==> src/fcb_pkg.sv <==
// Shared constants, register indexes and types of the freezer cartridge bank logic.
// Used by every other file of the block; depends on nothing.
package fcb_pkg;

	localparam int MAX_BANKS  = 16;
	localparam int BANK_BYTES = 16384;
	localparam int BANK_W     = $clog2(MAX_BANKS);
	localparam int OFF_W      = $clog2(BANK_BYTES);
	localparam int IMG_W      = BANK_W + OFF_W;
	localparam int IMG_DEPTH  = MAX_BANKS * BANK_BYTES;

	localparam int CFG_IDX_W  = 2;
	localparam int CFG_DATA_W = 20;

	localparam logic [CFG_IDX_W-1:0] CFG_BANK_COUNT  = 2'd0;
	localparam logic [CFG_IDX_W-1:0] CFG_DEBOUNCE    = 2'd1;
	localparam logic [CFG_IDX_W-1:0] CFG_RESET_HOLD  = 2'd2;

	localparam logic [4:0]  BANK_COUNT_RST = 5'd4;
	localparam logic [19:0] DEBOUNCE_RST   = 20'd500000;
	localparam logic [7:0]  HOLD_MIN_RST   = 8'd30;

	localparam logic [7:0] CTRL_REG_LOW = 8'hFF;
	localparam logic [4:0] IO1_PAGE     = 5'h1E;
	localparam logic [4:0] IO2_PAGE     = 5'h1F;
	localparam logic [7:0] COUNT_SAT    = 8'hFF;
	localparam logic [7:0] FREEZE_RUN   = 8'd3;

	typedef struct packed {
		logic        req_type;
		logic [17:0] rom_index;
		logic [12:0] bus_addr;
		logic        roml_sel;
		logic        romh_sel;
		logic        io1_sel;
		logic        io2_sel;
		logic        cpu_write;
		logic        vic_access;
		logic [7:0]  data_in;
		logic        freeze_button;
		logic        reset_low;
	} in_item_t;

	typedef struct packed {
		logic        drive_data;
		logic [7:0]  data_out;
		logic        exrom_ctl;
		logic        game_ctl;
		logic        nmi_ctl;
		logic        cart_active;
		logic [3:0]  bank_now;
	} out_item_t;

	typedef struct packed {
		logic [4:0]  bank_count;
		logic [19:0] debounce_cycles;
		logic [7:0]  reset_hold_min;
	} cfg_t;

	typedef struct packed {
		logic              exrom;
		logic              game;
		logic              nmi;
		logic              active;
		logic [BANK_W-1:0] bank;
	} ctl_view_t;

	typedef struct packed {
		logic             we;
		logic [IMG_W-1:0] waddr;
		logic [7:0]       wdata;
		logic             re;
		logic [IMG_W-1:0] raddr;
	} rom_port_t;

endpackage

==> src/fcb_cfg.sv <==
// Configuration registers: bank count, debounce length and reset hold threshold.
// Depends on fcb_pkg.
module fcb_cfg import fcb_pkg::*; (
	input  logic                  clk,
	input  logic                  arst_n,
	input  logic                  we,
	input  logic [CFG_IDX_W-1:0]  index,
	input  logic [CFG_DATA_W-1:0] wdata,
	output cfg_t                  cfg
);

	cfg_t cfg_q;

	always_ff @(posedge clk or negedge arst_n) begin
		if (!arst_n) begin
			cfg_q.bank_count      <= BANK_COUNT_RST;
			cfg_q.debounce_cycles <= DEBOUNCE_RST;
			cfg_q.reset_hold_min  <= HOLD_MIN_RST;
		end else if (we) begin
			unique case (index)
				CFG_BANK_COUNT: cfg_q.bank_count      <= wdata[4:0];
				CFG_DEBOUNCE:   cfg_q.debounce_cycles <= wdata[19:0];
				CFG_RESET_HOLD: cfg_q.reset_hold_min  <= wdata[7:0];
				default: ;
			endcase
		end
	end

	assign cfg = cfg_q;

endmodule

==> config.mk <==
export PLATFORM = sky130hd
export DESIGN_NAME = fcb_cfg
export DESIGN_NICKNAME = d
export VERILOG_FILES = /design/src/fcb_pkg.sv /design/src/fcb_cfg.sv
export SDC_FILE = /design/constraint.sdc
export NUM_CORES = 1
export LEC_CHECK = 0
export BUFFER_PORTS_ARGS = -buffer_cell sky130_fd_sc_hd__buf_2
export CAP_MARGIN = 25
export CORE_MARGIN = 4
export CORE_UTILIZATION = 44
export CTS_BUF_LIST = sky130_fd_sc_hd__clkbuf_2
export DETAILED_ROUTE_END_ITERATION = 16
export PLACE_DENSITY = 0.8
export SETUP_SLACK_MARGIN = 0.15
export SKIP_LAST_GASP = 1
export SYNTH_ARGS = -nofsm -noshare
export SYNTH_HDL_FRONTEND = slang
export SYNTH_SLANG_ARGS = --single-unit
export TNS_END_PERCENT = 10
==> constraint.sdc <==
create_clock -name clk -period 1.25 [get_ports clk]
set_input_delay 0 -clock clk [delete_from_list [all_inputs] [get_ports clk]]
set_output_delay 0 -clock clk [all_outputs]
set_load 0.05 [all_outputs]
; ---- After elaboration in Yosys (flattened, before gate mapping)
; Index checks and enable logic that the tools add are counted.
[classes]
n_eq_ne = 2
n_reduce_logical = 4
[op_table]
columns = operator, count
row1 = AND reduction 2 bit, 3
row2 = "equality test 2 x 1 -> 1 bit, second input constant", 1
row3 = "equality test 2 bit, second input constant", 1
row4 = zero test 2 bit, 1
[totals]
ff_bits = 33
out_inout_bits = 33
word_cells = 9

; ---- Logic depth before layout (Yosys ltp)
; Gate-level depths: netlist of the first run.
[logic_depth]
depth_word = 2
mapped_depth = 3
depth_no_buf = 2

; ---- Least setup slack after synthesis of the first run
; No wires, ideal clock.
[synth_timing]
kind = reg-to-reg
start = register, netlist name cfg[0]
end = register cfg_q, in the netlist cfg[0]
required_ns = 1.125
arrival_ns = 0.866
slack_ns = 0.260
path_stages_with_launch = 2
path_buffers = 0
setup_time_ns = 0.125
period_less_slack_ns = 0.990
cell_sequence = dfrtp_1 -> mux2_2
[synth_lines]
columns = element, line
row1 = end: declaration, fcb_cfg.sv:12  ; cfg_t cfg_q;

; ---- Final worst setup path of the first run
[layout_timing]
start = register cfg_q, in the netlist cfg[25]
end = output cfg[25] (netlist bit)
[layout_lines]
columns = element, line
row1 = end: declaration, fcb_cfg.sv:9  ; output cfg_t cfg
; No word-level cell between the ends.

==> results of run 1 <==
## through the flow
step,hold slack (ns),instances
finish,0.0979,186
global route,0.0660,186
CTS,0.0670,186
detailed placement,0.0926,157
global placement,0.0719,157
floorplan,-0.296,71
## cell type report
class,count,area [sq um],area share
Clock buffer,8,40.0,0.0208
Multi-Input combinational cell,36,425,0.221
Sequential cell,33,841,0.437
Tap cell,31,38.8,0.0202
Timing Repair Buffer,78,578,0.301
## metal layers
| metal | up-vias | track usage | routed length (um) |
|---|---|---|---|
| met5 | - | 0 | 0 |
| met4 | 0 | 0.0569 | 34 |
| met3 | 4 | 0.0523 | 173 |
| met2 | 29 | 0.260 | 1550 |
| met1 | 459 | 0.184 | 1160 |
| li1 | 420 | - | - |
## kinds of logic (layout without fill, tap and decap cells)
| kind of cell | Yosys count | after routing |
|---|---|---|
| flops | 33 | 33 |
| buf+inv | 2 | 86 |
| mux | 33 | 33 |
| simple gates | 3 | 3 |
## power groups by stage
stage	Combinational (mW)	Sequential, mW	Clock, mW
final	1.41	1.45	0.497
after floorplan	0.216	2.18	0
after CTS	1.40	1.44	0.523
after global routing	1.47	1.47	0.559
after detailed placement	1.26	1.44	0
after global placement	1.25	1.43	0
## final timing paths
kind                       slack (ns)  cells after the start      end     start
max                              0.16                      1  cfg[25]   cfg[25]
min                               0.1                      3  cfg[30]  index[1]
max reg2reg                      0.45                      1  cfg[23]   cfg[23]
min reg2reg                      0.52                      1  cfg[14]   cfg[14]
max in group asynchronous        0.59                      2  cfg[10]    arst_n
min in group asynchronous        0.20                      2   cfg[0]    arst_n
## synthesized netlist by cell type, drive strengths merged
cell	instances	area, sq um
buf	2	22.5
dfrtp	21	526
dfstp	12	315
mux2	33	375
nand3b	2	31.3
nor3b	1	18.8
## timing repair
item                                   CTS  global route
endpoints found under the hold margin   54             0
hold buffers                            21             0
resized for setup                       22             4
setup endpoints to repair               12            12
==> results.yml, run 1 <==
synth:
  synthXorXnorAreaFrac: 0
  syn_avg_cell_area_sq_um: 18.2
  syn_inst: 71
  yosys_warnings: 0
  synthMuxAreaShare: 0.291
  synth_compound_area_frac: 0
  synthesis.nets: 96
  yosysUniqueCellTypes: 8
  synth-seq-cells: 33
  synth-simple-area-share: 0.0388
  synth_top_family_by_area: "multiplexers"
  syn_area_sq_mm: 0.00129
  yosysSeqAreaShare: 0.652
  synthAdderAreaFrac: 0
global_route:
  grt_usage: 0.156
  grt_pass1_vias: 993
  grt_pass1_wl_mm: 4.82
  grt_max_degree: 34
  antenna_found_initial: 0
  gr-total-overflow: 0
pwr:
  p_int_mw: 1.96
  power_density_mw_per_mm2: 1750
  p_switching_mw: 1.39
  p_leak_nw: 0.922
  pwr-share-comb: 0.421
  peakVddDrop_mv: 1.34
  total_power_mw: 3.36
  sw_frac_of_total: 0.415
  pwr-share-seq: 0.431
  power.share.clock: 0.148
setup_path:
  cp_data_arrival_time_ns: 1.09
  cp-start-kind: "flip-flop"
  path_delay_family: "flip-flops"
  cp_max_fo: 2
  crit_required_ns: 1.25
  critical_path.cell_chain: "buf_6"
  crit_path_end_kind: "output pin"
  cp_num_buf_inv: 1
  crit_slowest_cell: "dfstp_2"
  slowest_delay_ns: 0.58
  timing_worst_setup_path_type: "reg -> out"
placement:
  io_buffers: 57
  placed_area_sq_mm: 0.00159
  post-place-ws_ns: 0.248
  dp_hpwl_mm: 1.90
  gp_congestion: 0.656
clocking:
  htree_levels: 2
  post_cts_buffers: 0
  numCtsBuffers: 5
  clock_latency_ns: 0.35
  root_buffer: "clkbuf_2"
  cts.path.max_buffers: 2
  tritoncts: "yes"
  path_clk_slew_ns: 0.17
  numClockSinks: 33
floorplan:
  num_rows: 19
  dieArea_sq_mm: 0.00386
  start_util: 0.463
  die_height_um: 62.1
  die_w_um: 62.1
  boundaryPins: 58
  core_area_sq_mm: 0.00278
timing:
  fmax_mhz: 918
  rsz0062_at_grt: "true"
  setup_viol: 0
  setup_tns_ns: 0
  worst_pin_slew_ns: 0.692
  max_slew_margin: 0.539
  hold_viol: 0
  post-route-period-util: 0.871
  post-route-min-period_ns: 1.09
  fin_ws_ns: 0.161
  slew_viol_final: 0
  fin_skew_ns: 0
layout:
  layout.nets: 179
  num_antenna_cells: 0
  final_util: 0.691
  final_cell_mix: "buf_2, mux2_2, dfrtp_1, dlygate4sd3_1, dfstp_2"
  largest_reg_flops: 33
  synthToLayoutAreaGrowth_pct: 49.2
  layout_commonest_cell: "buf_2"
  fill_cells: 190
  final_layout_size_suffix_gt1_frac: 0.729
  final_cell_area_sq_mm: 0.00192
route:
  wirelength_mm: 2.92
  wire_per_inst_um: 15.7
  vias: 912
  viasPerCell: 4.90
  drt_first_iter_violations: 28
  dr.pass1.iters: 4
  drc: 0
  postRouteAntennaNets: 0
job:
  drv_cap: 0
hold_path:
  hold_class: "in -> reg"
outcome:
  status: "complete, no violations"
(Power assumes the default switching activity.)
==> inputs of run 2 (changes only) <==
--- a/config.mk
+++ b/config.mk
@@ -5,9 +5,9 @@
 export SDC_FILE = /design/constraint.sdc
 export NUM_CORES = 1
 export LEC_CHECK = 0
+export ABC_CLOCK_PERIOD_IN_PS = 1250
 export BUFFER_PORTS_ARGS = -buffer_cell sky130_fd_sc_hd__buf_2
 export CAP_MARGIN = 25
-export CORE_MARGIN = 4
 export CORE_UTILIZATION = 44
 export CTS_BUF_LIST = sky130_fd_sc_hd__clkbuf_2
 export DETAILED_ROUTE_END_ITERATION = 16
==> results.yml, run 2 (synthesis gave the netlist of run 1 again) <==
placement:
  dp_hpwl_mm: 1.72
  io_buffers: 57
  post-place-ws_ns: 0.250
  gp_congestion: 0.643
setup_path:
  reg2regPathDepth: 1
  crit_required_ns: 1.25
  path_delay_family: "flip-flops"
  cp-start-kind: "flip-flop"
  crit_start: "cfg[16]"
  r2r_start: "cfg[16]"
  reg2reg_slack_ns: 0.47
  cp_num_buf_inv: 1
  timing_worst_setup_path_type: "reg -> out"
  slowest_delay_ns: 0.59
  crit_path_end_kind: "output pin"
  r2r-end: "cfg[16]"
  cp_data_arrival_time_ns: 1.09
  cp_max_fo: 2
  crit_slowest_cell: "dfstp_2"
  crit_end: "cfg[16]"
  worst-path-stages: 1
  critical_path.cell_chain: "buf_8"
timing:
  fin_ws_ns: 0.157
  fmax_mhz: 915
  setup_viol: 0
  post-route-min-period_ns: 1.09
  setup_tns_ns: 0
  slew_viol_final: 0
  worst_pin_slew_ns: 0.703
  post-route-period-util: 0.875
  rsz0062_at_grt: "true"
  hold_viol: 0
  fin_skew_ns: 0
  max_slew_margin: 0.531
hold_path:
  min-delay-start: "index[1]"
  hold_class: "in -> reg"
floorplan:
  core_area_sq_mm: 0.00276
  num_rows: 19
  boundaryPins: 58
  dieArea_sq_mm: 0.00315
  die_height_um: 56.1
  die_w_um: 56.1
  start_util: 0.467
clocking:
  path_clk_slew_ns: 0.16
  numCtsBuffers: 5
  clock_latency_ns: 0.35
  numClockSinks: 33
  tritoncts: "yes"
  htree_levels: 2
  root_buffer: "clkbuf_2"
  cts.path.max_buffers: 2
global_route:
  grt_usage: 0.196
  gr-total-overflow: 0
  antenna_found_initial: 0
  grt_pass1_wl_mm: 4.57
  grt_pass1_vias: 944
  grt_max_degree: 34
layout:
  multi_input_area_sq_um: 425
  layout_commonest_cell: "buf_2"
  fill_cells: 196
  seqCellArea_sq_um: 841
  num_antenna_cells: 0
  largest_reg_flops: 33
  final_layout_size_suffix_gt1_frac: 0.716
  final_cell_mix: "buf_2, mux2_2, dfrtp_1, dlygate4sd3_1, dfstp_2"
  synthToLayoutAreaGrowth_pct: 48.4
  layout.nets: 179
route:
  drc: 0
  dr.pass1.iters: 2
  vias: 925
  wire_per_inst_um: 14.8
  drt_first_iter_violations: 6
  viasPerCell: 4.97
  wirelength_mm: 2.75
  postRouteAntennaNets: 0
pwr:
  p_leak_nw: 0.914
  total_power_mw: 3.31
  peakVddDrop_mv: 1.38
  power_density_mw_per_mm2: 1730
outcome:
  status: "complete, no violations"
job:
  drv_cap: 0
## run 2: cell count changes in the layout (fill, tap and decap cells not counted)
cell      change
clkinv_2      +1
buf_4         +1
buf_8         -1
clkbuf_2      -3
clkinv_1      +2
## run 2: routing by layer
layer	global-route usage	vias up	wire length (um)
li1	-	422	-
met1	0.228	453	1100
met2	0.313	42	1390
met3	0.0860	8	191
met4	0.0871	0	62
met5	0	-	0
## run 2: layout make-up
class                      instances  share of cell area
tap                               31              0.0203
timing repair buffer              78               0.298
clock inverter                     3             0.00654
sequential                        33               0.440
multi-input combinational         36               0.222
clock buffer                       5              0.0131
## run 2: what timing repair did
item                                    4_1_cts  5_1_grt
endpoints found under the setup margin       12       15
buffers inserted                              0        0
hold endpoints to repair                     54        0
resized for setup                            23        1
hold buffers                                 21        0
## run 2: stage by stage
stage                     utilization  cell area (sq um)  instances  hold slack (ns)
after floorplan                     -               1290         71           -0.296
after global placement          0.577               1590        157           0.0671
after detailed placement        0.577               1590        157           0.0862
after global routing            0.694               1910        186           0.0430
final                           0.694               1910        186           0.0821
after CTS                       0.692               1910        186           0.0504
## run 2: where the power goes
group | internal (mW) | switching, mW | total [mW]
Clock | 0.122 | 0.340 | 0.462
Sequential | 1.32 | 0.120 | 1.44
Combinational | 0.466 | 0.934 | 1.40
Total | 1.91 | 1.39 | 3.31
## run 2: worst min path at each step
stage / endpoint / depth (start not counted)
finish: cfg[28] / 3
global route: cfg[28] / 3
CTS: cfg[28] / 3
detailed placement: cfg[7] / 1
global placement: cfg[18] / 1
floorplan: cfg[0] / 0
