### src/fcb_pkg.sv
// Shared constants, register indexes and types of the freezer cartridge bank logic.
// Used by every other file of the block; depends on nothing.
package fcb_pkg;

	localparam int MAX_BANKS  = 16;
	localparam int BANK_BYTES = 16384;
	localparam int BANK_W     = $clog2(MAX_BANKS);
	localparam int OFF_W      = $clog2(BANK_BYTES);
	localparam int IMG_W      = BANK_W + OFF_W;
	localparam int IMG_DEPTH  = MAX_BANKS * BANK_BYTES;

	localparam int CFG_IDX_W  = 2;
	localparam int CFG_DATA_W = 20;

	localparam logic [CFG_IDX_W-1:0] CFG_BANK_COUNT  = 2'd0;
	localparam logic [CFG_IDX_W-1:0] CFG_DEBOUNCE    = 2'd1;
	localparam logic [CFG_IDX_W-1:0] CFG_RESET_HOLD  = 2'd2;

	localparam logic [4:0]  BANK_COUNT_RST = 5'd4;
	localparam logic [19:0] DEBOUNCE_RST   = 20'd500000;
	localparam logic [7:0]  HOLD_MIN_RST   = 8'd30;

	localparam logic [7:0] CTRL_REG_LOW = 8'hFF;
	localparam logic [4:0] IO1_PAGE     = 5'h1E;
	localparam logic [4:0] IO2_PAGE     = 5'h1F;
	localparam logic [7:0] COUNT_SAT    = 8'hFF;
	localparam logic [7:0] FREEZE_RUN   = 8'd3;

	typedef struct packed {
		logic        req_type;
		logic [17:0] rom_index;
		logic [12:0] bus_addr;
		logic        roml_sel;
		logic        romh_sel;
		logic        io1_sel;
		logic        io2_sel;
		logic        cpu_write;
		logic        vic_access;
		logic [7:0]  data_in;
		logic        freeze_button;
		logic        reset_low;
	} in_item_t;

	typedef struct packed {
		logic        drive_data;
		logic [7:0]  data_out;
		logic        exrom_ctl;
		logic        game_ctl;
		logic        nmi_ctl;
		logic        cart_active;
		logic [3:0]  bank_now;
	} out_item_t;

	typedef struct packed {
		logic [4:0]  bank_count;
		logic [19:0] debounce_cycles;
		logic [7:0]  reset_hold_min;
	} cfg_t;

	typedef struct packed {
		logic              exrom;
		logic              game;
		logic              nmi;
		logic              active;
		logic [BANK_W-1:0] bank;
	} ctl_view_t;

	typedef struct packed {
		logic             we;
		logic [IMG_W-1:0] waddr;
		logic [7:0]       wdata;
		logic             re;
		logic [IMG_W-1:0] raddr;
	} rom_port_t;

endpackage

### src/fcb_ctrl.sv
// Cartridge control state: bank, control lines, freeze and long-reset tracking.
// Decodes one request a cycle while enabled and drives the ROM port; depends on fcb_pkg.
module fcb_ctrl import fcb_pkg::*; (
	input  logic      clk,
	input  logic      arst_n,
	input  logic      en,
	input  in_item_t  item,
	input  cfg_t      cfg,
	output rom_port_t rom,
	output logic      drive,
	output ctl_view_t view
);

	logic              active_q, active_n;
	logic [BANK_W-1:0] bank_q, bank_n;
	logic [2:0]        line_q, line_n;
	logic [7:0]        wrun_q, wrun_n;
	logic [19:0]       deb_q, deb_n;
	logic              frz_q, frz_n;
	logic [7:0]        hold_q, hold_n;
	logic [1:0]        rflags_q, rflags_n;
	logic [OFF_W-1:0]  off;
	logic [BANK_W-1:0] mask;

	assign mask = BANK_W'(cfg.bank_count - 5'd1) & BANK_W'(MAX_BANKS - 1);

	always_comb begin
		active_n = active_q;
		bank_n   = bank_q;
		line_n   = line_q;
		wrun_n   = wrun_q;
		deb_n    = deb_q;
		frz_n    = frz_q;
		hold_n   = hold_q;
		rflags_n = rflags_q;
		drive    = 1'b0;
		off      = '0;
		if (item.req_type) begin
			drive = 1'b0;
		end else if (item.vic_access) begin
			if (item.romh_sel) begin
				drive = 1'b1;
				off   = {item.bus_addr, 1'b1};
			end
		end else begin
			if (item.reset_low) begin
				if (hold_q != COUNT_SAT) begin
					hold_n = hold_q + 8'd1;
				end
				rflags_n = 2'b01;
			end else begin
				rflags_n = {rflags_q[0] | rflags_q[1], 1'b0};
			end
			// A long reset that has been released restarts the block from its reset state.
			if (hold_n > cfg.reset_hold_min && rflags_n[1]) begin
				active_n = 1'b1;
				bank_n   = '0;
				line_n   = '0;
				wrun_n   = '0;
				deb_n    = '0;
				frz_n    = 1'b0;
				hold_n   = '0;
				rflags_n = '0;
			end
			if (!item.cpu_write && (item.roml_sel || item.romh_sel)) begin
				drive = 1'b1;
				off   = {item.bus_addr, item.romh_sel};
			end else if (!item.cpu_write && (item.io1_sel || item.io2_sel)) begin
				drive = 1'b1;
				off   = {item.io1_sel ? IO1_PAGE : IO2_PAGE, item.bus_addr[7:0], 1'b0};
			end else begin
				if (item.cpu_write) begin
					if (wrun_n != COUNT_SAT) begin
						wrun_n = wrun_n + 8'd1;
					end
				end else begin
					wrun_n = '0;
				end
				if (item.cpu_write && item.io2_sel && active_n
						&& item.bus_addr[7:0] == CTRL_REG_LOW) begin
					line_n   = item.data_in[6:4];
					bank_n   = item.data_in[BANK_W-1:0] & mask;
					active_n = ~item.data_in[7];
				end else if (item.freeze_button && deb_n == '0) begin
					deb_n     = cfg.debounce_cycles;
					frz_n     = 1'b1;
					wrun_n    = '0;
					line_n[2] = 1'b0;
				end else begin
					if (deb_n != '0) begin
						deb_n = deb_n - 20'd1;
					end
					// Three writes in a row after a freeze press switch to ultimax.
					if (frz_n && wrun_n == FREEZE_RUN) begin
						line_n = {line_n[2], 2'b01};
						frz_n  = 1'b0;
					end
				end
			end
		end
	end

	always_ff @(posedge clk or negedge arst_n) begin
		if (!arst_n) begin
			active_q <= 1'b1;
			bank_q   <= '0;
			line_q   <= '0;
			wrun_q   <= '0;
			deb_q    <= '0;
			frz_q    <= 1'b0;
			hold_q   <= '0;
			rflags_q <= '0;
		end else if (en) begin
			active_q <= active_n;
			bank_q   <= bank_n;
			line_q   <= line_n;
			wrun_q   <= wrun_n;
			deb_q    <= deb_n;
			frz_q    <= frz_n;
			hold_q   <= hold_n;
			rflags_q <= rflags_n;
		end
	end

	assign rom.we    = en && item.req_type;
	assign rom.waddr = item.rom_index;
	assign rom.wdata = item.data_in;
	assign rom.re    = en && !item.req_type && drive;
	assign rom.raddr = {bank_n, off};

	assign view.exrom  = line_n[0];
	assign view.game   = line_n[1];
	assign view.nmi    = line_n[2];
	assign view.active = active_n;
	assign view.bank   = bank_n;

	a_freeze_pulls_nmi: assert property (@(posedge clk) disable iff (!arst_n)
		en && frz_n && !frz_q |=> !line_q[2] && frz_q)
		else $error("freeze press did not pull NMI low");

	a_quiet_steps: assert property (@(posedge clk) disable iff (!arst_n)
		en && (item.req_type || item.vic_access)
		|=> $stable(bank_q) && $stable(line_q) && $stable(active_q) && $stable(wrun_q))
		else $error("load or video access changed the control state");

	a_hold_when_idle: assert property (@(posedge clk) disable iff (!arst_n)
		!en |=> $stable(bank_q) && $stable(line_q) && $stable(deb_q) && $stable(hold_q))
		else $error("control state moved without a request");

endmodule

### config.mk
export PLATFORM = sky130hd
export DESIGN_NAME = fcb_ctrl
export DESIGN_NICKNAME = d
export VERILOG_FILES = /design/src/fcb_pkg.sv /design/src/fcb_ctrl.sv
export SDC_FILE = /design/constraint.sdc
export NUM_CORES = 1
export LEC_CHECK = 0
export BUFFER_PORTS_ARGS = -buffer_cell sky130_fd_sc_hd__buf_2
export CAP_MARGIN = 20
export CORE_MARGIN = 8
export CORE_UTILIZATION = 47
export DETAILED_ROUTE_END_ITERATION = 6
export PLACE_DENSITY = 0.81
export SKIP_LAST_GASP = 1
export SLEW_MARGIN = 20
export SYNTH_ARGS = -nofsm -noshare
export SYNTH_HDL_FRONTEND = slang
export SYNTH_SLANG_ARGS = --single-unit
### constraint.sdc
create_clock -name clk -period 4.5 [get_ports clk]
set_clock_uncertainty 0.05 [all_clocks]
set_input_delay 0.225 -clock clk [delete_from_list [all_inputs] [get_ports clk]]
set_output_delay 0.225 -clock clk [all_outputs]
set_load 0.01 [all_outputs]
# After elaboration in Yosys (flattened, before gate mapping)
# Index checks and enable logic that the tools add are counted.
[totals]
romBits = 0
memories = 0
ff_bits = 47
input_bits = 84
ramBits = 0
latch_bits = 0
[op_classes]
eq_ne = 4
shifts = 0
div = 0
n_addsub = 4
n_bitwise = 5
mux = 72
order_cmp = 1
reduce_logical = 18
n_mul = 0
[ops]
columns = ["cell", "count"]
rows = [
  ["20-bit 2-to-1 mux", 8],
  ["8-bit 2-to-1 mux", 18],
  ["14-bit 2-to-1 mux", 5],
  ["4-bit 2-to-1 mux", 6],
  ["1-bit 2-to-1 mux", 23],
  ["20-bit zero test", 1],
  ["20-bit nonzero test", 1],
  ["20-bit by 1-bit subtractor with 20-bit output (second input constant)", 1],
  ["3-bit 2-to-1 mux", 6],
  ["8-bit by 1-bit adder with 8-bit output (second input constant)", 2],
  ["8-bit != test (second input constant)", 2],
  ["2-bit 2-to-1 mux", 6],
  ["1-bit logical AND", 11],
  ["8-bit by 2-bit equality test with 1-bit output (second input constant)", 1],
  ["8-bit equality test (second input constant)", 1],
  ["8-bit greater-than comparator", 1],
  ["4-bit bitwise AND", 1],
  ["4-bit by 1-bit subtractor with 4-bit output (second input constant)", 1],
  ["1-bit NOT", 3],
  ["3-bit AND reduction", 1],
  ["1-bit zero test", 2],
  ["1-bit logical OR", 2],
  ["1-bit bitwise OR", 1],
]

# Longest topological paths before layout
[depth]
ltp_word = 26
mapped_depth = 24

# Least setup slack after synthesis
# OpenSTA, ideal clock, no wires.
[synth_timing]
path_type = "flip-flop to output port"
startpoint = "register hold_q[0]"
endpoint = "output view[7] (netlist bit)"
arrival_ns = 4.509
slack_ns = -0.284
path_stages_with_launch = 22
cell_sequence = "dfrtp_1 ha_1 nand4_1 o21ai_0 or2_2 xnor2_1 ha_1 and4_1 nor4_2 a21bo_2 nand2_1 clkbuf_1 nor2_1 ha_1 nor2_1 a21o_1 a31oi_1 or3_1 a21oi_1 o2111ai_1 o41a_1 nand2_1"
[synth_rtl]
columns = ["item", "line_no", "source"]
rows = [
  ["start, declared", "fcb_ctrl.sv:20", "logic [7:0] hold_q, hold_n;"],
  ["start signal, assigned", "fcb_ctrl.sv:120", "hold_q <= hold_n;"],
  ["end, declared", "fcb_ctrl.sv:11", "output ctl_view_t view"],
]

==> flow_summary.toml <==
[run_status]
violations = "negative setup slack"
status = "finished, violations left"

[clock_network]
cts_buffer_depth = 2
cts.clk_slew.worst_paths_ns = 0.10
cts_buffers = 5
cts_root_buffer = "clkbuf_8"
h-tree-depth = 2
cts_tree = "built"
clk_latency_ns = 0.31
cts_sinks = 47

[logic_synthesis]
async_flop_share_pct = 100
synth_warnings = 0
ys_top_cells_by_area = "dfrtp_1, nand2_1, buf_4"
synthFlopType = "dfrtp_1"
synth_edf_count = 0
synthCells = 540
syn_area_mm2 = 0.00410
yosysMostFrequentCell = "nand2_1"
synth_top_area_share_pct = 28.1
ys_seq_area_share_pct = 28.7
post_synth_num_cell_types = 70
yosys.area.top_type = "dfrtp_1"
syn_avg_cell_area_um2 = 7.60
synth_common_cells = "nand2_1, dfrtp_1, o21ai_0"
syn_nets = 636
ys_seq_elements = 47

[timing]
drv_slew = 0
rsz0062_at_grt = "yes"
maxSlewHeadroom_pct = 39.8
post-route-period-util_pct = 106
hold_violations = 0
period_needed_ns = 4.77
worst_slack_ns = -0.269
fmax_mhz = 210
hold_ws_ns = 0.141
setup_viol = 2
worst-slew-pin-transition_ns = 0.896

[job]
maxCapViolations = 0

[setup_path]
max_stage_delay_ns = 0.41
crit_fanout = 7
arrival_ns = 4.49
cp_cell_sequence = "ha_2 > nand4_1 > o21ai_2 > nor2_1 > nand3_1 > xnor2_2 > ha_4 > nand4_4 > nor4_4 > a21bo_4 > and3_4 > ha_4 > nand4_1 > buf_4 > nor2_4 > o21ai_1 > a22oi_2 > a21oi_4 > o2111ai_4 > o41a_1 > nand2_2 > buf_6"
cp-end-kind = "primary output"
crit_buf_inv = 2
crit_required_ns = 4.22
start_kind = "flip-flop"
cp_top_family = "compound AO/OA/AOI/OAI gates"
critPathKind = "flip-flop to primary output"
cpMaxStageDelayCell = "dfrtp_1"

[power_and_ir_drop]
powerDensity_mw_per_mm2 = 311
total_power_mw = 1.62
vdd_drop_max_mv = 0.166
power.leakage_nw = 2.40

[cells_and_area]
postLayoutCoreUtil_pct = 60.7
fin_nets = 737
area_growth_syn_to_layout_pct = 27.1
layoutNonFillerInstCount = 750
diodes = 0
drive_gt1_share_pct = 33.0

[floorplanning]
io_pins = 139
die_area_mm2 = 0.0120
initial_core_util_pct = 47.7
core_mm2 = 0.00859
dieWidth_um = 109
fp.dieH_um = 109
rows = 34

[place]
pre_cts_ws_ns = -0.0749
gp_congestion = 0.940
hpwl_um = 9370
portBuffers = 101
dp.cells = 720

[routing]
routed_wirelength_um = 13600
routed-via-count = 4640
dr.first_iter.drc_count = 380
routed_via_density = 6.19
routedWlPerCell_um = 18.2
remaining_drc_errors = 0
drt_first_pass_iters = 6
antenna_left = 0

[grt]
grt_overflow = 0
grt_use_total_pct = 21.9
grt_first_pass_wirelength_um = 21600
grt_pass1_vias = 4602
antenna_found_initial = 0
grt_max_degree = 48

[min_path]
hp-class = "input pin to flip-flop"
[path summary, 6_finish.rpt]
check	from	endpoint	slack (ns)	cells after the start
min in group asynchronous	arst_n	deb_q[11]	0.41	2
max	hold_q[1]	view[7]	-0.27	22
max in group asynchronous	arst_n	hold_q[3]	3.52	2
min	cfg[25]	deb_q[17]	0.14	3
max reg2reg	hold_q[1]	line_q[0]	0.14	22
min reg2reg	rflags_q[1]	rflags_q[1]	0.43	2
[metrics by stage]
stage | area (µm²) | setup TNS [ns]
final | 5220 | -0.442
after global routing | 5220 | -1.00
after CTS | 5000 | -0.469
after detailed placement | 4630 | -0.0749
after global placement | 4630 | 0
after floorplan | 4130 | 0
[report_power, final]
part	leakage, nW	internal, mW	total, mW	switching, mW
combinational	1.75	0.322	0.676	0.354
clock	0.0524	0.167	0.319	0.152
sequential	0.601	0.508	0.626	0.118
[layer usage]
metal  wire, µm  GRT usage [%]
met3       1360           5.57
met4        334           6.75
met2       6980           39.2
met1       4950           25.0
met5          0              0
[layout make-up]
type                            count  area [µm²]
Clock buffer                        7        76.3
Inverter                           18        67.6
Sequential cell                    47        1180
Fill cell                         729        3380
Multi-Input combinational cell    420        2830
Tap cell                          108         135
Timing Repair Buffer              149         900
Clock inverter                      1        30.0
[flip-flops by register name, indices dropped and copies added (netlist names)]
signal / cells
active_q: 1
bank_q: 4
deb_q: 20
frz_q: 1
hold_q: 8
line_q: 3
rflags_q: 2
wrun_q: 8
[layout by cell type, fill, tap and decap left out, types with 3 or more instances in the layout]
cell type	count
ha_1	8
xnor2_2	4
nand3_1	19
or3_1	4
o21ai_1	19
nor2_4	3
a21oi_1	29
o31ai_1	7
xor2_1	4
and2_1	12
nand2_1	73
a31oi_1	12
nor4_1	5
o211ai_1	10
a32o_1	8
o22ai_1	3
a21o_1	8
nor2_1	31
nor2b_1	4
a21oi_4	3
dfrtp_1	44
o21ai_2	5
nand4_1	10
o22a_1	5
o21ai_0	33
a22oi_1	5
clkbuf_8	5
buf_2	99
a211oi_1	4
nand2_2	4
ha_4	3
and3_1	5
inv_1	18
buf_6	6
buf_4	42
nor3_1	20
[logic make-up after synthesis]
family / synth area share (%)
buffers and inverters: 9.82
multiplexers: 0.762
AO/OA/AOI/OAI: 29.4
AND/OR/NAND/NOR: 25.6
flip-flops: 28.7
adder cells (fa/ha/maj): 3.66
XOR/XNOR: 2.13
[what timing repair did]
item / CTS / global route
cloned: 0 / 1
pin swaps: 21 / 27
hold buffers: 0 / 1
gates resized for setup: 33 / 30
endpoints found under the setup margin: 4 / 21
endpoints found under the hold margin: 0 / 46
buffers inserted: 14 / 14
[worst register-to-register path, stage by stage (launching register included)]
cell,delay [ns]
dfrtp_1,0.41
ha_2,0.20
nand4_1,0.13
o21ai_2,0.08
nor2_1,0.16
nand3_1,0.17
xnor2_2,0.20
ha_4,0.30
nand4_4,0.13
nor4_4,0.18
a21bo_4,0.28
and3_4,0.18
ha_4,0.19
nand4_1,0.18
buf_4,0.16
nor2_4,0.04
o21ai_1,0.15
a22oi_2,0.11
a21oi_4,0.19
o2111ai_4,0.16
o41a_1,0.37
buf_4,0.15
o21ai_2,0.11
Power figures use the tool's default switching activity.
